===== config.mk =====
export PLATFORM = sky130hd
export DESIGN_NAME = multi_fan_tachometer_top_flat
export DESIGN_NICKNAME = d
export VERILOG_FILES = /design/src/rtl/core/mft_pkg.sv /design/src/rtl/core/mft_if.sv /design/src/rtl/core/mft_div.sv /design/src/rtl/core/mft_seq.sv /design/src/rtl/core/multi_fan_tachometer_top.sv /design/src/flat_wrapper.sv
export SDC_FILE = /design/constraint.sdc
export NUM_CORES = 2
export LEC_CHECK = 0
export BUFFER_PORTS_ARGS = -buffer_cell sky130_fd_sc_hd__buf_2
export CAP_MARGIN = 20
export CORE_UTILIZATION = 46
export CTS_BUF_LIST = sky130_fd_sc_hd__clkbuf_4 sky130_fd_sc_hd__clkbuf_8
export CTS_CLUSTER_SIZE = 30
export DETAILED_ROUTE_END_ITERATION = 16
export PLACE_DENSITY = 0.67
export SYNTH_ARGS = -nofsm -noshare
export SYNTH_HDL_FRONTEND = slang
export SYNTH_SLANG_ARGS = --single-unit

===== constraint.sdc =====
create_clock -name clock -period 22.3 [get_ports clock]
set_clock_uncertainty 0.2 [all_clocks]
set_input_delay 6.69 -clock clock [delete_from_list [all_inputs] [get_ports clock]]
set_output_delay 6.69 -clock clock [all_outputs]
set_load 0.03 [all_outputs]

===== src/rtl/core/mft_pkg.sv =====
// Shared types, constants and codes for the multi-fan tachometer.
`timescale 1ns / 1ps

package mft_pkg;

   localparam int FAN_COUNT_DEF = 6;
   localparam int FAN_IDX_W     = 3;
   localparam int MASK_W        = 6;
   localparam int ACTION_W      = 2;
   localparam int CSR_IDX_W     = 2;
   localparam int CSR_DATA_W    = 16;
   localparam int TIME_W        = 32;
   localparam int COUNT_W       = 32;
   localparam int RPM_W         = 16;
   localparam int PPR_W         = 4;
   localparam int SCALE_W       = 16;
   localparam int NUM_W         = COUNT_W + SCALE_W;
   localparam int DEN_W         = TIME_W + PPR_W;
   localparam int DSH_W         = DEN_W + RPM_W;
   localparam int STEP_W        = $clog2(RPM_W + 1);

   localparam logic [SCALE_W-1:0] RPM_SCALE = SCALE_W'(60000);
   localparam logic [RPM_W-1:0]   RPM_MAX   = '1;

   localparam logic [15:0]      INTERVAL_RESET = 16'd1000;
   localparam logic [15:0]      TIMEOUT_RESET  = 16'd2000;
   localparam logic [PPR_W-1:0] PPR_RESET      = 4'd2;
   localparam logic [15:0]      MIN_RPM_RESET  = 16'd500;

   typedef enum logic [ACTION_W-1:0] {
      ACT_TICK  = 2'd0,
      ACT_EDGE  = 2'd1,
      ACT_CLEAR = 2'd2,
      ACT_READ  = 2'd3
   } mft_action_type;

   typedef enum logic [CSR_IDX_W-1:0] {
      CSR_INTERVAL = 2'd0,
      CSR_TIMEOUT  = 2'd1,
      CSR_PPR      = 2'd2,
      CSR_MIN_RPM  = 2'd3
   } mft_csr_type;

   typedef enum logic [2:0] {
      ST_IDLE,
      ST_CHECK,
      ST_DEN,
      ST_FAN,
      ST_DIV,
      ST_LIVE,
      ST_LOAD,
      ST_SEND
   } mft_state_type;

   typedef struct packed {
      logic                 req_ready;
      logic                 tick;
      logic                 pulse;
      logic                 clear;
      logic                 den_load;
      logic                 fan_zero;
      logic                 div_start;
      logic                 div_store;
      logic                 live_calc;
      logic                 out_load;
      logic                 rsp_valid;
      logic                 run;
      logic                 last_fan;
      logic [FAN_IDX_W-1:0] fan;
   } mft_ctrl_type;

   typedef struct packed {
      logic           req_valid;
      mft_action_type action;
      logic           due;
      logic           timed_out;
      logic           div_done;
      logic           rsp_taken;
   } mft_stat_type;

endpackage


===== src/rtl/core/mft_if.sv =====
// Channel interfaces: request, result and register write.
`timescale 1ns / 1ps

interface mft_req_if;
   logic       valid;
   logic       ready;
   logic [1:0] action;
   logic [2:0] fan_addr;

   modport source (output valid, output action, output fan_addr, input ready);
   modport sink   (input valid, input action, input fan_addr, output ready);
endinterface

interface mft_rsp_if;
   logic        valid;
   logic        ready;
   logic        is_update;
   logic [2:0]  fan_number;
   logic [15:0] rpm;
   logic        connected;
   logic        stalled;
   logic [5:0]  connection_mask;
   logic        last;

   modport source (output valid, output is_update, output fan_number, output rpm,
                   output connected, output stalled, output connection_mask,
                   output last, input ready);
   modport sink   (input valid, input is_update, input fan_number, input rpm,
                   input connected, input stalled, input connection_mask,
                   input last, output ready);
endinterface

interface mft_csr_if;
   logic        valid;
   logic        ready;
   logic [1:0]  reg_index;
   logic [15:0] data;

   modport source (output valid, output reg_index, output data, input ready);
   modport sink   (input valid, input reg_index, input data, output ready);
endinterface


===== src/rtl/core/mft_div.sv =====
// Iterative restoring divider with 16-bit saturated quotient.
`timescale 1ns / 1ps

module mft_div import mft_pkg::*; (
   input  logic             clock,
   input  logic             reset,
   input  logic             start,
   input  logic [NUM_W-1:0] num,
   input  logic [DEN_W-1:0] den,
   output logic             done,
   output logic [RPM_W-1:0] quot
);

   logic              busy_ff, busy_in;
   logic              done_ff, done_in;
   logic [STEP_W-1:0] step_ff, step_in;
   logic [NUM_W-1:0]  rem_ff, rem_in;
   logic [DSH_W-1:0]  dsh_ff, dsh_in;
   logic [RPM_W-1:0]  quot_ff, quot_in;
   logic              ge;

   assign ge = DSH_W'(rem_ff) >= dsh_ff;

   always_comb begin
      busy_in = busy_ff;
      done_in = 1'b0;
      step_in = step_ff;
      rem_in  = rem_ff;
      dsh_in  = dsh_ff;
      quot_in = quot_ff;
      if (start) begin
         busy_in = 1'b1;
         step_in = STEP_W'(RPM_W);
         rem_in  = num;
         dsh_in  = {den, RPM_W'(0)};
         quot_in = '0;
      end else if (busy_ff) begin
         dsh_in  = dsh_ff >> 1;
         step_in = step_ff - STEP_W'(1);
         if (step_ff == STEP_W'(RPM_W)) begin
            if (ge) begin
               quot_in = RPM_MAX;
               busy_in = 1'b0;
               done_in = 1'b1;
            end
         end else begin
            if (ge) begin
               rem_in = rem_ff - dsh_ff[NUM_W-1:0];
            end
            quot_in = {quot_ff[RPM_W-2:0], ge};
            if (step_ff == '0) begin
               busy_in = 1'b0;
               done_in = 1'b1;
            end
         end
      end
   end

   always_ff @(posedge clock) begin
      if (reset) begin
         busy_ff <= 1'b0;
         done_ff <= 1'b0;
      end else begin
         busy_ff <= busy_in;
         done_ff <= done_in;
      end
      step_ff <= step_in;
      rem_ff  <= rem_in;
      dsh_ff  <= dsh_in;
      quot_ff <= quot_in;
   end

   assign done = done_ff;
   assign quot = quot_ff;

endmodule


===== src/rtl/core/mft_seq.sv =====
// Sequencer stepping the fans through measurement, status and reply phases.
`timescale 1ns / 1ps

module mft_seq import mft_pkg::*; #(
   parameter int FAN_COUNT = FAN_COUNT_DEF
) (
   input  logic         clock,
   input  logic         reset,
   input  mft_stat_type stat,
   output mft_ctrl_type ctrl
);

   localparam logic [FAN_IDX_W-1:0] LAST_FAN = FAN_IDX_W'(FAN_COUNT - 1);

   mft_state_type        state_ff, state_in;
   logic [FAN_IDX_W-1:0] fan_ff, fan_in;
   logic                 run_ff, run_in;
   logic                 at_last;

   assign at_last = fan_ff == LAST_FAN;

   always_comb begin
      state_in = state_ff;
      fan_in   = fan_ff;
      run_in   = run_ff;
      unique case (state_ff)
         ST_IDLE: begin
            if (stat.req_valid) begin
               unique case (stat.action) inside
                  ACT_TICK: begin
                     state_in = ST_CHECK;
                     run_in   = 1'b1;
                  end
                  ACT_READ: begin
                     state_in = ST_LIVE;
                     run_in   = 1'b0;
                     fan_in   = '0;
                  end
                  ACT_EDGE, ACT_CLEAR: ;
               endcase
            end
         end
         ST_CHECK: state_in = stat.due ? ST_DEN : ST_IDLE;
         ST_DEN: begin
            state_in = ST_FAN;
            fan_in   = '0;
         end
         ST_FAN: begin
            if (!stat.timed_out) begin
               state_in = ST_DIV;
            end else if (at_last) begin
               state_in = ST_LIVE;
               fan_in   = '0;
            end else begin
               fan_in = fan_ff + FAN_IDX_W'(1);
            end
         end
         ST_DIV: begin
            if (stat.div_done) begin
               if (at_last) begin
                  state_in = ST_LIVE;
                  fan_in   = '0;
               end else begin
                  state_in = ST_FAN;
                  fan_in   = fan_ff + FAN_IDX_W'(1);
               end
            end
         end
         ST_LIVE: begin
            if (at_last) begin
               state_in = ST_LOAD;
               fan_in   = '0;
            end else begin
               fan_in = fan_ff + FAN_IDX_W'(1);
            end
         end
         ST_LOAD: state_in = ST_SEND;
         ST_SEND: begin
            if (stat.rsp_taken) begin
               if (run_ff && !at_last) begin
                  state_in = ST_LOAD;
                  fan_in   = fan_ff + FAN_IDX_W'(1);
               end else begin
                  state_in = ST_IDLE;
               end
            end
         end
         default: state_in = ST_IDLE;
      endcase
   end

   always_comb begin
      ctrl          = '0;
      ctrl.fan      = fan_ff;
      ctrl.run      = run_ff;
      ctrl.last_fan = at_last;
      unique case (state_ff)
         ST_IDLE: begin
            ctrl.req_ready = 1'b1;
            ctrl.tick      = stat.req_valid && stat.action == ACT_TICK;
            ctrl.pulse     = stat.req_valid && stat.action == ACT_EDGE;
            ctrl.clear     = stat.req_valid && stat.action == ACT_CLEAR;
         end
         ST_CHECK: ;
         ST_DEN:  ctrl.den_load = 1'b1;
         ST_FAN: begin
            ctrl.fan_zero  = stat.timed_out;
            ctrl.div_start = !stat.timed_out;
         end
         ST_DIV:  ctrl.div_store = stat.div_done;
         ST_LIVE: ctrl.live_calc = 1'b1;
         ST_LOAD: ctrl.out_load  = 1'b1;
         ST_SEND: ctrl.rsp_valid = 1'b1;
         default: ;
      endcase
   end

   always_ff @(posedge clock) begin
      if (reset) begin
         state_ff <= ST_IDLE;
         fan_ff   <= '0;
         run_ff   <= 1'b0;
      end else begin
         state_ff <= state_in;
         fan_ff   <= fan_in;
         run_ff   <= run_in;
      end
   end

endmodule


===== src/rtl/core/multi_fan_tachometer_top.sv =====
// Multi-fan tachometer: pulse counting, periodic rpm measurement and status reads.
//
// req_ch carries one item per event: a millisecond tick, a falling tach edge,
// a fan clear or a fan read, with the addressed fan index. csr_ch writes the
// measurement interval, timeout, pulses per revolution and minimum rpm; it is
// always ready. rsp_ch returns results from a measurement run (one per fan,
// in fan order, last on the final one) or one reply per read.
// Edges and clears are taken in the idle state; a tick that starts no run
// passes through the check state back to idle. A tick that starts a run
// loads the denominator, then per fan zeroes a timed-out fan or computes its
// rpm through the shared divider (stopping early when the quotient saturates),
// then rebuilds the connection mask fan by fan and loads and sends each result.
// A read rebuilds the connection mask likewise before its reply. req_ch
// stays not ready until the last result of an item is taken; a stalled
// receiver holds the current result. Reset returns the registers to their
// defaults and clears time, counts, stamps and rpm values in the same cycle.
`timescale 1ns / 1ps

module multi_fan_tachometer_top import mft_pkg::*; #(
   parameter int FAN_COUNT = FAN_COUNT_DEF
) (
   input  logic  clock,
   input  logic  reset,
   mft_req_if.sink   req_ch,
   mft_rsp_if.source rsp_ch,
   mft_csr_if.sink   csr_ch
);

   localparam int FIDX_W = (FAN_COUNT > 1) ? $clog2(FAN_COUNT) : 1;
   localparam logic [FAN_IDX_W:0] FAN_LIMIT = (FAN_IDX_W + 1)'(FAN_COUNT);

   mft_ctrl_type ctrl;
   mft_stat_type stat;

   logic [15:0]      interval_ff, timeout_ff, min_rpm_ff;
   logic [PPR_W-1:0] ppr_ff;

   logic [TIME_W-1:0]  time_ff, last_ff;
   logic [COUNT_W-1:0] count_ff [FAN_COUNT];
   logic [TIME_W-1:0]  stamp_ff [FAN_COUNT];
   logic [RPM_W-1:0]   rpm_ff   [FAN_COUNT];
   logic [FAN_COUNT-1:0] live_ff;
   logic [DEN_W-1:0]   den_ff;
   logic [FAN_IDX_W-1:0] sel_ff;

   logic                 out_update_ff, out_conn_ff, out_stall_ff, out_last_ff;
   logic [FAN_IDX_W-1:0] out_fan_ff;
   logic [RPM_W-1:0]     out_rpm_ff;
   logic [MASK_W-1:0]    out_mask_ff;

   logic [FIDX_W-1:0]  cur;
   logic [TIME_W-1:0]  age, elapsed, elapsed_nz;
   logic [PPR_W-1:0]   ppr_nz;
   logic [NUM_W-1:0]   num;
   logic               div_done;
   logic [RPM_W-1:0]   quot;
   logic               req_in_range;
   logic               live_now;
   logic [FAN_IDX_W-1:0] out_idx;
   logic               out_in_range;
   logic [RPM_W-1:0]   out_rpm;
   logic               out_conn;
   logic [MASK_W-1:0]  mask;

   mft_seq #(.FAN_COUNT(FAN_COUNT)) u_seq (
      .clock (clock),
      .reset (reset),
      .stat  (stat),
      .ctrl  (ctrl)
   );

   mft_div u_div (
      .clock (clock),
      .reset (reset),
      .start (ctrl.div_start),
      .num   (num),
      .den   (den_ff),
      .done  (div_done),
      .quot  (quot)
   );

   assign cur          = ctrl.fan[FIDX_W-1:0];
   assign age          = time_ff - stamp_ff[cur];
   assign elapsed      = time_ff - last_ff;
   assign elapsed_nz   = (elapsed == '0) ? TIME_W'(1) : elapsed;
   assign ppr_nz       = (ppr_ff == '0) ? PPR_W'(1) : ppr_ff;
   assign num          = NUM_W'(count_ff[cur]) * NUM_W'(RPM_SCALE);
   assign live_now     = (age < TIME_W'(timeout_ff)) && (rpm_ff[cur] != '0);
   assign req_in_range = {1'b0, req_ch.fan_addr} < FAN_LIMIT;

   assign stat.req_valid = req_ch.valid;
   assign stat.action    = mft_action_type'(req_ch.action);
   assign stat.due       = elapsed >= TIME_W'(interval_ff);
   assign stat.timed_out = age > TIME_W'(timeout_ff);
   assign stat.div_done  = div_done;
   assign stat.rsp_taken = rsp_ch.valid && rsp_ch.ready;

   assign req_ch.ready = ctrl.req_ready;
   assign csr_ch.ready = 1'b1;

   always_ff @(posedge clock) begin
      if (reset) begin
         interval_ff <= INTERVAL_RESET;
         timeout_ff  <= TIMEOUT_RESET;
         ppr_ff      <= PPR_RESET;
         min_rpm_ff  <= MIN_RPM_RESET;
      end else if (csr_ch.valid) begin
         unique case (mft_csr_type'(csr_ch.reg_index))
            CSR_INTERVAL: interval_ff <= csr_ch.data;
            CSR_TIMEOUT:  timeout_ff  <= csr_ch.data;
            CSR_PPR:      ppr_ff      <= csr_ch.data[PPR_W-1:0];
            CSR_MIN_RPM:  min_rpm_ff  <= csr_ch.data;
         endcase
      end
   end

   always_ff @(posedge clock) begin
      if (reset) begin
         time_ff <= '0;
         last_ff <= '0;
      end else begin
         if (ctrl.tick) begin
            time_ff <= time_ff + TIME_W'(1);
         end
         if (ctrl.den_load) begin
            last_ff <= time_ff;
         end
      end
      if (ctrl.den_load) begin
         den_ff <= DEN_W'(elapsed_nz) * DEN_W'(ppr_nz);
      end
      if (req_ch.valid && ctrl.req_ready) begin
         sel_ff <= req_ch.fan_addr;
      end
   end

   always_ff @(posedge clock) begin
      if (reset) begin
         for (int i = 0; i < FAN_COUNT; i++) begin
            count_ff[i] <= '0;
            stamp_ff[i] <= '0;
            rpm_ff[i]   <= '0;
         end
         live_ff <= '0;
      end else begin
         for (int i = 0; i < FAN_COUNT; i++) begin
            if (ctrl.pulse && req_in_range && req_ch.fan_addr == FAN_IDX_W'(i)) begin
               count_ff[i] <= count_ff[i] + COUNT_W'(1);
               stamp_ff[i] <= time_ff;
            end
            if (ctrl.clear && req_in_range && req_ch.fan_addr == FAN_IDX_W'(i)) begin
               count_ff[i] <= '0;
               stamp_ff[i] <= '0;
               rpm_ff[i]   <= '0;
            end
            if (ctrl.fan == FAN_IDX_W'(i)) begin
               if (ctrl.fan_zero) begin
                  count_ff[i] <= '0;
                  rpm_ff[i]   <= '0;
               end
               if (ctrl.div_start) begin
                  count_ff[i] <= '0;
               end
               if (ctrl.div_store) begin
                  rpm_ff[i] <= quot;
               end
               if (ctrl.live_calc) begin
                  live_ff[i] <= live_now;
               end
            end
         end
      end
   end

   for (genvar j = 0; j < MASK_W; j++) begin : g_mask
      if (j < FAN_COUNT) begin : g_on
         assign mask[j] = live_ff[j];
      end else begin : g_off
         assign mask[j] = 1'b0;
      end
   end

   assign out_idx      = ctrl.run ? ctrl.fan : sel_ff;
   assign out_in_range = {1'b0, out_idx} < FAN_LIMIT;
   assign out_rpm      = out_in_range ? rpm_ff[out_idx[FIDX_W-1:0]] : '0;
   assign out_conn     = out_in_range && live_ff[out_idx[FIDX_W-1:0]];

   always_ff @(posedge clock) begin
      if (ctrl.out_load) begin
         out_update_ff <= ctrl.run;
         out_fan_ff    <= out_idx;
         out_rpm_ff    <= out_rpm;
         out_conn_ff   <= out_conn;
         out_stall_ff  <= out_conn && (out_rpm < min_rpm_ff);
         out_mask_ff   <= mask;
         out_last_ff   <= !ctrl.run || ctrl.last_fan;
      end
   end

   assign rsp_ch.valid           = ctrl.rsp_valid;
   assign rsp_ch.is_update       = out_update_ff;
   assign rsp_ch.fan_number      = out_fan_ff;
   assign rsp_ch.rpm             = out_rpm_ff;
   assign rsp_ch.connected       = out_conn_ff;
   assign rsp_ch.stalled         = out_stall_ff;
   assign rsp_ch.connection_mask = out_mask_ff;
   assign rsp_ch.last            = out_last_ff;

endmodule


===== src/flat_wrapper.sv =====
// flat-port wrapper written by rule: the top's interface ports become plain ports
module multi_fan_tachometer_top_flat import mft_pkg::*;
#(
   parameter int FAN_COUNT = FAN_COUNT_DEF
)
  (clock, reset, req_ch_valid, req_ch_action, req_ch_fan_addr, req_ch_ready, rsp_ch_valid, rsp_ch_is_update, rsp_ch_fan_number, rsp_ch_rpm, rsp_ch_connected, rsp_ch_stalled, rsp_ch_connection_mask, rsp_ch_last, rsp_ch_ready, csr_ch_valid, csr_ch_reg_index, csr_ch_data, csr_ch_ready);
  mft_req_if req_ch_i ();
  mft_rsp_if rsp_ch_i ();
  mft_csr_if csr_ch_i ();
  input  logic clock;
  input  logic reset;
  input wire logic [$bits(req_ch_i.valid)-1:0] req_ch_valid;
  input wire logic [$bits(req_ch_i.action)-1:0] req_ch_action;
  input wire logic [$bits(req_ch_i.fan_addr)-1:0] req_ch_fan_addr;
  output wire logic [$bits(req_ch_i.ready)-1:0] req_ch_ready;
  output wire logic [$bits(rsp_ch_i.valid)-1:0] rsp_ch_valid;
  output wire logic [$bits(rsp_ch_i.is_update)-1:0] rsp_ch_is_update;
  output wire logic [$bits(rsp_ch_i.fan_number)-1:0] rsp_ch_fan_number;
  output wire logic [$bits(rsp_ch_i.rpm)-1:0] rsp_ch_rpm;
  output wire logic [$bits(rsp_ch_i.connected)-1:0] rsp_ch_connected;
  output wire logic [$bits(rsp_ch_i.stalled)-1:0] rsp_ch_stalled;
  output wire logic [$bits(rsp_ch_i.connection_mask)-1:0] rsp_ch_connection_mask;
  output wire logic [$bits(rsp_ch_i.last)-1:0] rsp_ch_last;
  input wire logic [$bits(rsp_ch_i.ready)-1:0] rsp_ch_ready;
  input wire logic [$bits(csr_ch_i.valid)-1:0] csr_ch_valid;
  input wire logic [$bits(csr_ch_i.reg_index)-1:0] csr_ch_reg_index;
  input wire logic [$bits(csr_ch_i.data)-1:0] csr_ch_data;
  output wire logic [$bits(csr_ch_i.ready)-1:0] csr_ch_ready;
  assign req_ch_i.valid = req_ch_valid;
  assign req_ch_i.action = req_ch_action;
  assign req_ch_i.fan_addr = req_ch_fan_addr;
  assign req_ch_ready = req_ch_i.ready;
  assign rsp_ch_valid = rsp_ch_i.valid;
  assign rsp_ch_is_update = rsp_ch_i.is_update;
  assign rsp_ch_fan_number = rsp_ch_i.fan_number;
  assign rsp_ch_rpm = rsp_ch_i.rpm;
  assign rsp_ch_connected = rsp_ch_i.connected;
  assign rsp_ch_stalled = rsp_ch_i.stalled;
  assign rsp_ch_connection_mask = rsp_ch_i.connection_mask;
  assign rsp_ch_last = rsp_ch_i.last;
  assign rsp_ch_i.ready = rsp_ch_ready;
  assign csr_ch_i.valid = csr_ch_valid;
  assign csr_ch_i.reg_index = csr_ch_reg_index;
  assign csr_ch_i.data = csr_ch_data;
  assign csr_ch_ready = csr_ch_i.ready;
  multi_fan_tachometer_top #(.FAN_COUNT(FAN_COUNT)) u_core (.clock(clock), .reset(reset), .req_ch(req_ch_i), .rsp_ch(rsp_ch_i), .csr_ch(csr_ch_i));
endmodule

==> results.cfg <==
[run_status]
status = finished, final reports clean

[grt]
grt_usage = 0.238
grt_max_degree = 97
grt_pass1_vias = 38500
grt_overflow_total = 0
grt_pass1_wl_um = 219000
antenna_found_initial = 6

[finish]
final_common_cell = edfxtp_1
fin_nets = 5894
drive_gt1_frac = 0.0976
fill_cells = 10400
synthToLayoutAreaGrowth_pct = 9.84
final_cell_mix = edfxtp_1 (627), nor2_1 (490), nand2_1 (484), inv_1 (333), ha_1 (324)

[placed_design]
dp_hpwl_um = 102000
io_buffer_count = 58
gp_congestion = 0.918

[synth]
ys_ff_latch = 803
ys.flop_type = edfxtp_1
ys_seq_area_frac = 0.417
synth_area_per_cell_um2 = 10.2
yosysWarningCount = 0
synth_nets = 5818
synth_edf_count = 627
synth.distinct_cells = 92
synth-async-reset-ratio = 0
syn_area_um2 = 53600
synth_cells = 5262

[floorplanning]
die_x_um = 343
num_io_pins = 60
row_count = 124
die_area_um2 = 118000
die_h_um = 343
start_util = 0.466
core-area_um2 = 115000

[cts]
cts_resized = 0
clock_latency_ns = 0.87
root_buffer = clkbuf_8
htreeDepth = 4
tritoncts_num_sinks = 803
post_cts_buffers = 0
cts_buffer_depth = 3
clk_pin_slew_ns = 0.06
cts_tree = yes
numCtsBuffers = 142
hold_buffers = 0

[critical_path]
crit_top_cell = fa_1
reg2regPathDepth = 31
slowest_stage = fa_1
critPathMaxFanout = 9
required_ns = 22.68
cp-start-kind = flip-flop
cp_data_arrival_time_ns = 9.81
end_kind = flip-flop
crit_type = flip-flop to flip-flop
cpPeakStageDelay_ns = 0.55

[sta]
hold_violations = 0
grt_setup_unrepaired = false
setup_viol = 0
fin_setup_tns_ns = 0
fmax_mhz = 106
finalCriticalPeriod_ns = 9.42
slew_headroom = 0.223
max_slew.worst_pin.slew_ns = 1.15
period_share = 0.423
drv_slew = 0

[routing]
drt_iter0_drc = 3746
viasPerCell = 5.70
vias = 39700
wl_per_cell_um = 20.1
drc = 0
firstDrtPassIters = 6
ant_nets = 0
wl_um = 140000

[run]
drv_cap = 0

[hold_path]
min_path_cells = 2
hold_class = flip-flop to flip-flop
[cell type report]
cell class / instances / area [µm²] / area share
Multi-Input combinational cell: 3894 / 29200 / 0.497
Timing Repair Buffer: 160 / 1100 / 0.0187
Clock inverter: 40 / 379 / 0.00645
Antenna cell: 2 / 5.00 / 0.0000851
Tap cell: 1512 / 1890 / 0.0322
Clock buffer: 215 / 2600 / 0.0441
Inverter: 337 / 1260 / 0.0215
Sequential cell: 803 / 22400 / 0.380
[flip-flops by register name, indices dropped and copies added, names as in the netlist, 4 cells and up, named ones only]
signal	count
u_core.last_ff	32
u_core.count_ff	192
u_core.time_ff	32
u_core.den_ff	36
u_core.rsp_ch.rpm	16
u_core.rpm_ff	96
u_core.min_rpm_ff	16
u_core.ppr_ff	4
u_core.u_div.quot	16
u_core.interval_ff	16
u_core.timeout_ff	16
u_core.live_ff	6
u_core.u_div.step_ff	5
u_core.u_div.rem_ff	48
u_core.rsp_ch.connection_mask	6
u_core.stamp_ff	192
u_core.u_div.dsh_ff	52
[through the flow]
stage / setup WS [ns] / instances / instance area, µm² / util / hold slack (ns)
6_report: 12.88 / 6963 / 58800 / 0.512 / 0.254
5_1_grt: 12.17 / 6963 / 58800 / 0.512 / 0.266
4_1_cts: 12.91 / 6954 / 58700 / 0.511 / 0.254
3_5_place_dp: 12.47 / 6699 / 55700 / 0.486 / 0.247
2_1_floorplan: 11.91 / 5262 / 53600 / - / 0.206
3_3_place_gp: 12.57 / 6694 / 55700 / 0.485 / 0.242
[routing by layer]
metal  track usage  part of all wire  vias to the layer above
met3        0.0407             0.073                      204
met2         0.370              0.45                     1239
li1              -                 -                    18700
met1         0.342              0.45                    19500
met5             0          0.000093                        -
met4        0.0663             0.024                        2
[cell families after synthesis]
| family | after synthesis | share of synthesized area |
|---|---|---|
| AND/OR/NAND/NOR | 1964 | 0.180 |
| AO/OA/AOI/OAI | 874 | 0.105 |
| flip-flops | 803 | 0.417 |
| buffers and inverters | 565 | 0.0404 |
| adder cells (fa/ha/maj) | 528 | 0.152 |
| XOR/XNOR | 355 | 0.0581 |
| multiplexers | 172 | 0.0471 |
| other | 1 | 0.0000700 |
[worst max-delay path, delay by kind of cell, from the launching register on]
| family | cells | cell delay [ns] |
|---|---|---|
| compound gates | 15 | 4.49 |
| xor+xnor | 1 | 0.14 |
| fa+ha+maj | 5 | 1.98 |
| buf+inv | 2 | 0.31 |
| flops | 1 | 0.41 |
| mux | 1 | 0.22 |
| simple gates | 7 | 1.40 |
[cells in the mapped netlist, types with 48 or more instances]
cell | number | area, µm²
a21o_1 | 99 | 743
a21oi_1 | 283 | 1420
and2_1 | 319 | 2000
and3_1 | 138 | 863
clkbuf_1 | 186 | 698
dfxtp_1 | 176 | 3520
edfxtp_1 | 627 | 18800
fa_1 | 204 | 4080
ha_1 | 324 | 4050
inv_1 | 334 | 1250
mux2i_1 | 108 | 1080
mux4_2 | 64 | 1440
nand2_1 | 486 | 1820
nand3_1 | 198 | 991
nand4_1 | 48 | 300
nor2_1 | 494 | 1850
nor3_1 | 67 | 335
o21ai_0 | 178 | 891
xnor2_1 | 165 | 1450
xor2_1 | 190 | 1660
[worst paths after layout]
kind | slack, ns | startpoint | endpoint
setup / recovery | 12.88 | u_core.time_ff[0] | u_core.den_ff[34]
hold / removal | 0.25 | u_core.last_ff[25] | u_core.last_ff[25]
setup reg to reg | 12.88 | u_core.time_ff[0] | u_core.den_ff[34]
hold reg to reg | 0.25 | u_core.last_ff[25] | u_core.last_ff[25]
Power is not shown: default switching activity piles up to over one toggle a cycle in this logic, so the estimate is an artifact.
